===== src/hdl/tbad_pkg.sv =====
// shared types and constants of the time bin average decimator
// no dependencies; imported by every module of the block
package tbad_pkg;

  localparam int IN_TIME_W      = 48;
  localparam int VALUE_W        = 32;
  localparam int OUT_TIME_W     = 48;
  localparam int OUT_COUNT_W    = 16;
  localparam int FLAG_W         = 2;
  localparam int QUEUE_DEPTH    = 4;
  localparam int QPTR_W         = 2;
  localparam logic [31:0] BIN_WIDTH_RESET = 32'd1000;

  // one input item
  typedef struct packed {
    logic [IN_TIME_W-1:0]      sample_time;
    logic signed [VALUE_W-1:0] sample_value;
    logic                      last_sample;
  } in_item_t;

  // one result item
  typedef struct packed {
    logic [OUT_TIME_W-1:0]     mean_time;
    logic signed [VALUE_W-1:0] mean_value;
    logic [OUT_COUNT_W-1:0]    bin_samples;
    logic                      count_overflow;
    logic                      final_point;
  } out_item_t;

  // status carried with a closed bin through the queue
  typedef struct packed {
    logic overflow;
    logic final_pt;
  } bin_flags_t;

  // back end sequencer
  typedef enum logic [1:0] {
    ST_IDLE,
    ST_DIV,
    ST_HOLD
  } back_state_e;

endpackage


===== src/hdl/tbad_front.sv =====
// front end: bin width register, bin classification and running sums
// depends on tbad_pkg; pushes closed bins into tbad_queue
module tbad_front #(
  parameter int COUNT_BITS = 16,
  parameter int TIME_BITS  = 48,
  localparam int ENTRY_W = TIME_BITS + 3 * COUNT_BITS + tbad_pkg::VALUE_W + tbad_pkg::FLAG_W
) (
  input  logic               clk_i,
  input  logic               rst_ni,
  input  logic               cfg_we_i,
  input  logic [31:0]        cfg_wdata_i,
  input  logic               in_valid_i,
  output logic               in_ready_o,
  input  tbad_pkg::in_item_t in_item_i,
  input  logic               room_i,
  output logic               push_a_o,
  output logic [ENTRY_W-1:0] data_a_o,
  output logic               push_b_o,
  output logic [ENTRY_W-1:0] data_b_o
);
  import tbad_pkg::*;

  localparam int TSW = TIME_BITS + COUNT_BITS;
  localparam int VSW = VALUE_W + COUNT_BITS;

  logic [31:0]            width_q;
  logic                   open_q, open_d;
  logic [TIME_BITS:0]     start_q, start_d;
  logic [TSW-1:0]         tsum_q, tsum_d, u_tsum;
  logic signed [VSW-1:0]  vsum_q, vsum_d, u_vsum;
  logic [COUNT_BITS-1:0]  cnt_q, cnt_d, u_cnt;
  logic                   ovf_q, ovf_d, u_ovf;
  logic [TIME_BITS:0]     u_start;

  logic [TIME_BITS+IN_TIME_W-1:0] t_wide;
  logic [TIME_BITS-1:0]   t;
  logic signed [VSW-1:0]  v;
  logic [TIME_BITS+1:0]   bin_end;
  logic                   join_bin, close_bin, accept;
  bin_flags_t             cur_flags, upd_flags;
  logic [ENTRY_W-1:0]     cur_entry, upd_entry;

  // bin width register
  always_ff @(posedge clk_i or negedge rst_ni) begin
    if (!rst_ni) begin
      width_q <= BIN_WIDTH_RESET;
    end else if (cfg_we_i) begin
      width_q <= cfg_wdata_i;
    end
  end

  // sample fields at internal widths
  assign t_wide = {{TIME_BITS{1'b0}}, in_item_i.sample_time};
  assign t      = t_wide[TIME_BITS-1:0];
  assign v      = {{COUNT_BITS{in_item_i.sample_value[VALUE_W-1]}}, in_item_i.sample_value};

  // bin end, also the next bin start when the bin closes
  assign bin_end   = {1'b0, start_q} + {{(TIME_BITS + 2 - 32){1'b0}}, width_q};
  assign join_bin  = open_q && ({2'b00, t} < bin_end);
  assign close_bin = open_q && !join_bin;

  assign in_ready_o = room_i;
  assign accept     = in_valid_i && room_i;

  // bin state after this sample, before a flush
  always_comb begin
    u_tsum  = tsum_q;
    u_vsum  = vsum_q;
    u_cnt   = cnt_q;
    u_ovf   = ovf_q;
    u_start = start_q;
    if (!join_bin) begin
      u_tsum  = {{COUNT_BITS{1'b0}}, t};
      u_vsum  = v;
      u_cnt   = COUNT_BITS'(1);
      u_ovf   = 1'b0;
      u_start = open_q ? bin_end[TIME_BITS:0] : {1'b0, t};
    end else if (cnt_q == {COUNT_BITS{1'b1}}) begin
      u_ovf = 1'b1;
    end else begin
      u_tsum = tsum_q + {{COUNT_BITS{1'b0}}, t};
      u_vsum = vsum_q + v;
      u_cnt  = cnt_q + COUNT_BITS'(1);
    end
  end

  // closed bin snapshots
  assign cur_flags = '{overflow: ovf_q, final_pt: 1'b0};
  assign upd_flags = '{overflow: u_ovf, final_pt: 1'b1};
  assign cur_entry = {tsum_q, vsum_q, cnt_q, cur_flags};
  assign upd_entry = {u_tsum, u_vsum, u_cnt, upd_flags};

  assign push_a_o = accept && (close_bin || in_item_i.last_sample);
  assign data_a_o = close_bin ? cur_entry : upd_entry;
  assign push_b_o = accept && close_bin && in_item_i.last_sample;
  assign data_b_o = upd_entry;

  // next bin state, last sample returns to the empty stream
  always_comb begin
    open_d  = open_q;
    start_d = start_q;
    tsum_d  = tsum_q;
    vsum_d  = vsum_q;
    cnt_d   = cnt_q;
    ovf_d   = ovf_q;
    if (accept) begin
      if (in_item_i.last_sample) begin
        open_d  = 1'b0;
        start_d = '0;
        tsum_d  = '0;
        vsum_d  = '0;
        cnt_d   = '0;
        ovf_d   = 1'b0;
      end else begin
        open_d  = 1'b1;
        start_d = u_start;
        tsum_d  = u_tsum;
        vsum_d  = u_vsum;
        cnt_d   = u_cnt;
        ovf_d   = u_ovf;
      end
    end
  end

  // bin state registers
  always_ff @(posedge clk_i or negedge rst_ni) begin
    if (!rst_ni) begin
      open_q  <= 1'b0;
      start_q <= '0;
      tsum_q  <= '0;
      vsum_q  <= '0;
      cnt_q   <= '0;
      ovf_q   <= 1'b0;
    end else begin
      open_q  <= open_d;
      start_q <= start_d;
      tsum_q  <= tsum_d;
      vsum_q  <= vsum_d;
      cnt_q   <= cnt_d;
      ovf_q   <= ovf_d;
    end
  end

endmodule


===== src/hdl/tbad_queue.sv =====
// short queue of closed bins between front and back end
// depends on tbad_pkg; takes up to two entries and gives one per cycle when popped
module tbad_queue #(
  parameter int ENTRY_W = 8
) (
  input  logic               clk_i,
  input  logic               rst_ni,
  input  logic               push_a_i,
  input  logic [ENTRY_W-1:0] data_a_i,
  input  logic               push_b_i,
  input  logic [ENTRY_W-1:0] data_b_i,
  output logic               room_o,
  output logic               valid_o,
  output logic [ENTRY_W-1:0] data_o,
  input  logic               pop_i
);
  import tbad_pkg::*;

  localparam logic [QPTR_W:0] ROOM_LIMIT = (QPTR_W + 1)'(QUEUE_DEPTH - 2);

  logic [ENTRY_W-1:0] entries_q [QUEUE_DEPTH];
  logic [QPTR_W-1:0]  wr_ptr_q, wr_ptr_d, rd_ptr_q, rd_ptr_d;
  logic [QPTR_W:0]    fill_q, fill_d;
  logic [QPTR_W:0]    n_push;
  logic [QPTR_W-1:0]  wr_ptr_b;

  assign n_push   = (QPTR_W + 1)'(push_a_i) + (QPTR_W + 1)'(push_b_i);
  assign wr_ptr_b = wr_ptr_q + QPTR_W'(1);
  assign room_o   = (fill_q <= ROOM_LIMIT);
  assign valid_o  = (fill_q != '0);
  assign data_o   = entries_q[rd_ptr_q];

  // pointer and fill update
  always_comb begin
    wr_ptr_d = wr_ptr_q + n_push[QPTR_W-1:0];
    rd_ptr_d = rd_ptr_q + QPTR_W'(pop_i);
    fill_d   = fill_q + n_push - (QPTR_W + 1)'(pop_i);
  end

  // entry storage
  always_ff @(posedge clk_i) begin
    if (push_a_i) begin
      entries_q[wr_ptr_q] <= data_a_i;
    end
    if (push_b_i) begin
      entries_q[wr_ptr_b] <= data_b_i;
    end
  end

  always_ff @(posedge clk_i or negedge rst_ni) begin
    if (!rst_ni) begin
      wr_ptr_q <= '0;
      rd_ptr_q <= '0;
      fill_q   <= '0;
    end else begin
      wr_ptr_q <= wr_ptr_d;
      rd_ptr_q <= rd_ptr_d;
      fill_q   <= fill_d;
    end
  end

endmodule


===== src/hdl/tbad_back.sv =====
// back end: bit-serial mean division of a closed bin and output register
// depends on tbad_pkg; pops entries from tbad_queue
module tbad_back #(
  parameter int COUNT_BITS = 16,
  parameter int TIME_BITS  = 48,
  localparam int ENTRY_W = TIME_BITS + 3 * COUNT_BITS + tbad_pkg::VALUE_W + tbad_pkg::FLAG_W
) (
  input  logic                clk_i,
  input  logic                rst_ni,
  input  logic                q_valid_i,
  input  logic [ENTRY_W-1:0]  q_data_i,
  output logic                q_pop_o,
  output logic                out_valid_o,
  input  logic                out_ready_i,
  output tbad_pkg::out_item_t out_item_o
);
  import tbad_pkg::*;

  localparam int DW     = TIME_BITS + COUNT_BITS;
  localparam int VSW    = VALUE_W + COUNT_BITS;
  localparam int STEP_W = $clog2(DW + 1);

  // queue entry fields
  logic [DW-1:0]         e_tsum;
  logic [VSW-1:0]        e_vsum;
  logic [COUNT_BITS-1:0] e_cnt;
  bin_flags_t            e_flags;
  logic [VSW-1:0]        e_mag;
  logic [DW+VSW-1:0]     e_mag_wide;

  back_state_e           state_q, state_d;
  logic                  load, step_en, out_load;

  logic [DW-1:0]         tq_q, vq_q;
  logic [COUNT_BITS-1:0] trem_q, vrem_q, div_q;
  logic                  neg_q;
  bin_flags_t            flags_q;
  logic [STEP_W-1:0]     step_q;

  logic [COUNT_BITS:0]   tr_sh, vr_sh, tr_diff, vr_diff;
  logic                  t_ge, v_ge;
  logic [COUNT_BITS-1:0] trem_nx, vrem_nx;

  logic [OUT_TIME_W+DW-1:0]          mt_wide;
  logic [OUT_COUNT_W+COUNT_BITS-1:0] bs_wide;
  logic [VALUE_W-1:0]                vq_lo, mv;
  out_item_t                         out_q;
  logic                              out_valid_q;

  assign {e_tsum, e_vsum, e_cnt, e_flags} = q_data_i;

  // value magnitude, divided unsigned and signed again at the end
  assign e_mag      = e_vsum[VSW-1] ? (VSW'(0) - e_vsum) : e_vsum;
  assign e_mag_wide = {{DW{1'b0}}, e_mag};

  // one restoring step per cycle on both lanes
  assign tr_sh   = {trem_q, tq_q[DW-1]};
  assign vr_sh   = {vrem_q, vq_q[DW-1]};
  assign tr_diff = tr_sh - {1'b0, div_q};
  assign vr_diff = vr_sh - {1'b0, div_q};
  assign t_ge    = (tr_sh >= {1'b0, div_q});
  assign v_ge    = (vr_sh >= {1'b0, div_q});
  assign trem_nx = t_ge ? tr_diff[COUNT_BITS-1:0] : tr_sh[COUNT_BITS-1:0];
  assign vrem_nx = v_ge ? vr_diff[COUNT_BITS-1:0] : vr_sh[COUNT_BITS-1:0];

  // sequencer: fetch, divide, hand over to the output register
  always_comb begin
    state_d  = state_q;
    load     = 1'b0;
    step_en  = 1'b0;
    out_load = 1'b0;
    case (state_q)
      ST_IDLE: begin
        if (q_valid_i) begin
          load    = 1'b1;
          state_d = ST_DIV;
        end
      end
      ST_DIV: begin
        step_en = 1'b1;
        if (step_q == STEP_W'(1)) begin
          state_d = ST_HOLD;
        end
      end
      ST_HOLD: begin
        if (!out_valid_q || out_ready_i) begin
          out_load = 1'b1;
          state_d  = ST_IDLE;
        end
      end
      default: begin
        state_d = ST_IDLE;
      end
    endcase
  end

  assign q_pop_o = load;

  always_ff @(posedge clk_i or negedge rst_ni) begin
    if (!rst_ni) begin
      state_q <= ST_IDLE;
    end else begin
      state_q <= state_d;
    end
  end

  // divider datapath
  always_ff @(posedge clk_i) begin
    if (load) begin
      tq_q    <= e_tsum;
      vq_q    <= e_mag_wide[DW-1:0];
      trem_q  <= '0;
      vrem_q  <= '0;
      div_q   <= e_cnt;
      neg_q   <= e_vsum[VSW-1];
      flags_q <= e_flags;
      step_q  <= STEP_W'(DW);
    end else if (step_en) begin
      tq_q   <= {tq_q[DW-2:0], t_ge};
      vq_q   <= {vq_q[DW-2:0], v_ge};
      trem_q <= trem_nx;
      vrem_q <= vrem_nx;
      step_q <= step_q - STEP_W'(1);
    end
  end

  // result fields at port widths
  assign mt_wide = {{OUT_TIME_W{1'b0}}, tq_q};
  assign bs_wide = {{OUT_COUNT_W{1'b0}}, div_q};
  assign vq_lo   = vq_q[VALUE_W-1:0];
  assign mv      = neg_q ? (VALUE_W'(0) - vq_lo) : vq_lo;

  // output register
  always_ff @(posedge clk_i) begin
    if (out_load) begin
      out_q.mean_time      <= mt_wide[OUT_TIME_W-1:0];
      out_q.mean_value     <= $signed(mv);
      out_q.bin_samples    <= bs_wide[OUT_COUNT_W-1:0];
      out_q.count_overflow <= flags_q.overflow;
      out_q.final_point    <= flags_q.final_pt;
    end
  end

  always_ff @(posedge clk_i or negedge rst_ni) begin
    if (!rst_ni) begin
      out_valid_q <= 1'b0;
    end else if (out_load) begin
      out_valid_q <= 1'b1;
    end else if (out_ready_i) begin
      out_valid_q <= 1'b0;
    end
  end

  assign out_valid_o = out_valid_q;
  assign out_item_o  = out_q;

endmodule


===== src/hdl/time_bin_average_decimator.sv =====
// a closed bin passes through the bin queue, the bit-serial divider and the output register
// before it shows at the output
// throughput: items are taken each cycle while the four-entry bin queue has room for two;
// results leave one at a time: the back end fetches the next bin only after the last is handed on
// reset: bin state, queue pointers and output valid clear at once, bin_width returns to 1000
module time_bin_average_decimator #(
  parameter int COUNT_BITS = 16,
  parameter int TIME_BITS  = 48
) (
  input  logic                clk_i,
  input  logic                rst_ni,
  input  logic                cfg_we_i,
  input  logic [31:0]         cfg_wdata_i,
  input  logic                in_valid_i,
  output logic                in_ready_o,
  input  tbad_pkg::in_item_t  in_item_i,
  output logic                out_valid_o,
  input  logic                out_ready_i,
  output tbad_pkg::out_item_t out_item_o
);
  import tbad_pkg::*;

  localparam int ENTRY_W = TIME_BITS + 3 * COUNT_BITS + VALUE_W + FLAG_W;

  logic               room, push_a, push_b, q_valid, q_pop;
  logic [ENTRY_W-1:0] data_a, data_b, q_data;

  // sample classification and accumulation
  tbad_front #(
    .COUNT_BITS(COUNT_BITS),
    .TIME_BITS (TIME_BITS)
  ) u_front (
    .clk_i      (clk_i),
    .rst_ni     (rst_ni),
    .cfg_we_i   (cfg_we_i),
    .cfg_wdata_i(cfg_wdata_i),
    .in_valid_i (in_valid_i),
    .in_ready_o (in_ready_o),
    .in_item_i  (in_item_i),
    .room_i     (room),
    .push_a_o   (push_a),
    .data_a_o   (data_a),
    .push_b_o   (push_b),
    .data_b_o   (data_b)
  );

  // closed bins waiting for the divider
  tbad_queue #(
    .ENTRY_W(ENTRY_W)
  ) u_queue (
    .clk_i   (clk_i),
    .rst_ni  (rst_ni),
    .push_a_i(push_a),
    .data_a_i(data_a),
    .push_b_i(push_b),
    .data_b_i(data_b),
    .room_o  (room),
    .valid_o (q_valid),
    .data_o  (q_data),
    .pop_i   (q_pop)
  );

  // mean computation and output
  tbad_back #(
    .COUNT_BITS(COUNT_BITS),
    .TIME_BITS (TIME_BITS)
  ) u_back (
    .clk_i      (clk_i),
    .rst_ni     (rst_ni),
    .q_valid_i  (q_valid),
    .q_data_i   (q_data),
    .q_pop_o    (q_pop),
    .out_valid_o(out_valid_o),
    .out_ready_i(out_ready_i),
    .out_item_o (out_item_o)
  );

endmodule


===== config.mk =====
export PLATFORM = sky130hd
export DESIGN_NAME = time_bin_average_decimator
export DESIGN_NICKNAME = d
export VERILOG_FILES = /design/src/hdl/tbad_pkg.sv /design/src/hdl/tbad_front.sv /design/src/hdl/tbad_queue.sv /design/src/hdl/tbad_back.sv /design/src/hdl/time_bin_average_decimator.sv
export SDC_FILE = /design/constraint.sdc
export NUM_CORES = 2
export LEC_CHECK = 0
export ABC_AREA = 1
export BUFFER_PORTS_ARGS = -buffer_cell sky130_fd_sc_hd__buf_2
export CORE_ASPECT_RATIO = 1.25
export CORE_MARGIN = 2
export CORE_UTILIZATION = 30
export CTS_BUF_LIST = sky130_fd_sc_hd__clkbuf_4 sky130_fd_sc_hd__clkbuf_8
export DETAILED_ROUTE_END_ITERATION = 8
export SLEW_MARGIN = 20
export SYNTH_ARGS = -nofsm -noshare
export SYNTH_HDL_FRONTEND = slang
export SYNTH_HIERARCHICAL = 1
export SYNTH_SLANG_ARGS = --single-unit

===== constraint.sdc =====
create_clock -name clk_i -period 7.8 [get_ports clk_i]
set_input_delay 0.39 -clock clk_i [delete_from_list [all_inputs] [get_ports clk_i]]
set_output_delay 0.39 -clock clk_i [all_outputs]
set_load 0.005 [all_outputs]

==> reports/metrics.yaml <==
timing:
  post-route-period-util_pct: 84.2
  hold_ws_ns: 0.0518
  hold_viol: 0
  worst_slew_pin_slew_ns: 1.30
  setup_viol: 0
  fmax_ghz: 0.152
  rsz0062_at_grt: "no"
  final.min_clock_period_ns: 6.57
  final.setup.tns_ns: 0
  finalMaxSlewViolations: 0
  maxSlewHeadroom_pct: 13.2
  setup_ws_ns: 1.23
  fin_skew_ns: 0.119
critical_path:
  crit_start: "u_front/width_q[0]$_DFFE_PN0P_"
  r2r-start: "u_front/width_q[0]$_DFFE_PN0P_"
  crit_required_ns: 8.35
  worst_setup_path_end_kind: "flip-flop"
  endpoint: "u_queue/entries_q[1][109]$_DFFE_PP_"
  slowest_stage: "buf_12"
  criticalPathCategory: "flip-flop to flip-flop"
  r2r_cells: 29
  reg2reg_slack_ns: 1.23
  critPathMaxStageDelay_ns: 0.58
  worstPathMaxFanout: 219
  crit_top_cell: "nand2_1"
  rr_endpoint: "u_queue/entries_q[1][109]$_DFFE_PP_"
  critPathLaunchType: "flip-flop"
  worstPathArrival_ns: 7.12
floorplan:
  pin_count: 218
  die_w_um: 443
  design.core.area_um2: 240000
  die-area_um2: 245000
  start_util_pct: 30.2
  fp.dieH_um: 553
  rows: 201
clocking:
  htree_levels: 4
  cts_buffers: 190
  clk_latency_ns: 0.98
  cts_setup_buffers: 0
  cts.clk_slew.worst_paths_ns: 0.06
  cts.sinks: 1025
  cts_tree: "done"
  cts_root_buffer: "clkbuf_8"
  clockBufferDepth: 4
synth:
  ys_seq_elements: 1025
  synth_top_cell_by_area: "edfxtp_1"
  synth_top_family_by_area: "simple AND/OR/NAND/NOR gates"
  synthArstFlopShare_pct: 21.6
  ys_warn_count: 6
  synth-simple-area-share_pct: 37.6
  dominantRegCellSynth: "edfxtp_1"
  ys_types: 58
  synth_edf_count: 749
  synth.top_cell.area_share_pct: 31.1
  synth_area_um2: 72400
  syn_inst: 10500
  muxShareOfSynthArea_pct: 0.524
  synth.area.top_cells: "edfxtp_1 31%, nand2_1 22%, inv_1 8.3%"
  yosysMostFrequentCell: "nand2_1"
  syn_area_per_cell_um2: 6.86
  synthAdderAreaFrac_pct: 3.92
  synth_compound_area_share_pct: 4.49
  synth_nets: 10900
  yosys-top-cells-count: "4271 x nand2_1, 1606 x inv_1, 998 x nand3_1"
  yosysSeqAreaShare_pct: 40.3
  synthXorXnorAreaFrac_pct: 1.60
cells_and_area:
  nets: 11000
  drive_gt1_share_pct: 7.08
  area_delta_synth_final_pct: 11.8
  final_util_pct: 33.7
  fin_cells: 13900
  final_cell_area_um2: 80900
  n_fill_cell: 25900
placement:
  dpl.cell_count: 13500
  place_ws_ns: 1.27
  hpwl_um: 179000
  gp_congestion: 0.984
  placed_cell_area_um2: 76000
  port_buffers: 217
global_routing:
  track_usage_pct: 20.7
  grt.overflow.total: 0
  grt_pass1_wl_um: 394000
  grt_max_degree: 220
  grt_pass1_vias: 64700
  grt_antenna_before_repair: 11
routing:
  wirelength_um: 262000
  drt-wirelength-per-cell_um: 18.8
  met3_length_um: 19300
  dr_wl_met2_um: 120000
  ant_nets: 0
  drcViolationCount: 0
  route.top_layer_used: "met5"
  drt_iter0_markers: 6498
  drt_pass1_iterations: 8
  vias: 68700
  via_per_inst: 4.93
  wl_met1_um: 112000
power:
  total_power_mw: 31.7
  switching_share_pct: 49.7
  p_leak_nw: 40.6
  combinationalPowerShare_pct: 53.8
  intPower_mw: 15.9
  irDropWorstVdd_mv: 0.363
  power.density_nw_per_um2: 391
  power_frac_seq_pct: 28.7
  power_switching_mw: 15.7
  pwr-share-clk_pct: 17.5
run_status:
  outcome: "completed"
flow_run:
  maxCapViolations: 0
worst_hold_path:
  hp-class: "input port to flip-flop"
-- power groups by stage --
stage | combinational, mW | clock [mW] | sequential [mW]
6_report | 17.0 | 5.53 | 9.09
3_5_place_dp | 16.7 | 0 | 9.18
4_1_cts | 16.8 | 5.66 | 9.08
3_3_place_gp | 16.6 | 0 | 9.16
2_1_floorplan | 11.9 | 0 | 8.80
5_1_grt | 19.0 | 5.87 | 9.23
-- layout make-up --
type | count | area [µm²] | area share [%]
clock buffers | 264 | 3280 | 4.06
repair buffers | 391 | 2850 | 3.52
inverters | 1627 | 6130 | 7.58
multi-input cells | 7418 | 35000 | 43.2
well taps | 3146 | 3940 | 4.86
flip-flops and latches | 1025 | 29100 | 36.0
clock inverters | 70 | 601 | 0.742
diodes | 4 | 10.0 | 0.0124
-- what timing repair did --
item / 4_1_cts / 5_1_grt
endpoints found under the hold margin: 291 / 0
hold buffers: 98 / 0
gates resized for setup: 0 / 0
-- worst min path at each step --
stage                  startpoint                        endpoint  slack (ns)  depth (start not counted)
global placement           rst_ni  u_front/vsum_q[25]$_DFFE_PN0P_        0.29                          1
finish              in_item_i[58]  u_front/tsum_q[25]$_DFFE_PN0P_        0.05                          5
global route        in_item_i[58]  u_front/tsum_q[25]$_DFFE_PN0P_        0.05                          5
floorplan                  rst_ni  u_back/out_valid_o$_DFFE_PN0P_        0.09                          0
CTS                 in_item_i[62]  u_front/tsum_q[29]$_DFFE_PN0P_       0.001                          5
detailed placement         rst_ni  u_front/vsum_q[25]$_DFFE_PN0P_        0.28                          1
-- placed cells by master, fill, tap and decap left out, types with 10 or more instances in the layout --
| cell | netlist | layout |
|---|---|---|
| dfxtp_1 | 55 | 55 |
| nand3b_1 | 61 | 61 |
| nand2_1 | 4271 | 4263 |
| nand4_1 | 381 | 381 |
| nand2_2 | 19 | 18 |
| clkinv_2 | 0 | 25 |
| bufinv_16 | 0 | 10 |
| nand2_4 | 2 | 10 |
| o21a_1 | 10 | 10 |
| dlygate4sd3_1 | 0 | 97 |
| buf_2 | 191 | 216 |
| nor3_1 | 71 | 71 |
| o21ai_0 | 325 | 325 |
| nand3_1 | 998 | 998 |
| inv_1 | 1606 | 1604 |
| xor2_1 | 66 | 66 |
| nor2_2 | 18 | 17 |
| a21oi_1 | 188 | 188 |
| edfxtp_1 | 749 | 749 |
| dfrtp_1 | 215 | 210 |
| buf_12 | 0 | 16 |
| o21bai_1 | 14 | 14 |
| mux2_2 | 31 | 31 |
| inv_2 | 15 | 11 |
| o21ai_1 | 18 | 18 |
| or2_2 | 28 | 28 |
| clkbuf_4 | 0 | 56 |
| ha_1 | 217 | 217 |
| clkbuf_8 | 0 | 208 |
| o22ai_1 | 33 | 33 |
| buf_4 | 42 | 60 |
| nor2_1 | 428 | 424 |
| and2_1 | 97 | 97 |
| nor4_1 | 10 | 10 |
| clkinv_1 | 4 | 28 |
| xnor2_1 | 66 | 66 |
-- layer usage --
metal / vias up / track usage, %
met1: 31700 / 27.3
met3: 549 / 2.60
met4: 10 / 8.94
li1: 33700 / -
met5: - / 0
met2: 2760 / 33.8
-- registers in the layout, summed over array words and instances (netlist names) --
name,cells
u_back/step_q,7
u_front/ovf_q,1
u_back/out_item_o,98
u_back/div_q,16
u_back/neg_q,1
u_queue/entries_q,520
u_back/out_valid_o,1
u_queue/wr_ptr_q,2
u_front/cnt_q,16
u_back/flags_q,2
u_back/trem_q,16
u_back/tq_q,64
u_back/vq_q,64
u_front/tsum_q,64
u_front/start_q,49
u_queue/rd_ptr_q,2
u_front/width_q,32
u_back/state_q,2
u_queue/fill_q,3
u_front/open_q,1
u_front/vsum_q,48
u_back/vrem_q,16
-- worst max-delay path: cells and delay by family (launching register included) --
family / cells / cell delay (ns)
flops: 1 / 0.35
buf+inv: 5 / 1.38
simple gates: 18 / 2.82
compound gates: 3 / 0.41
fa+ha+maj: 3 / 0.89
-- cells by family after synthesis --
logic type      count (synthesis)
simple gates                 6414
buf+inv                      2100
flops                        1025
compound gates                614
fa+ha+maj                     223
xor+xnor                      132
mux                            34
other cells                     1
(Power assumes the default switching activity.)
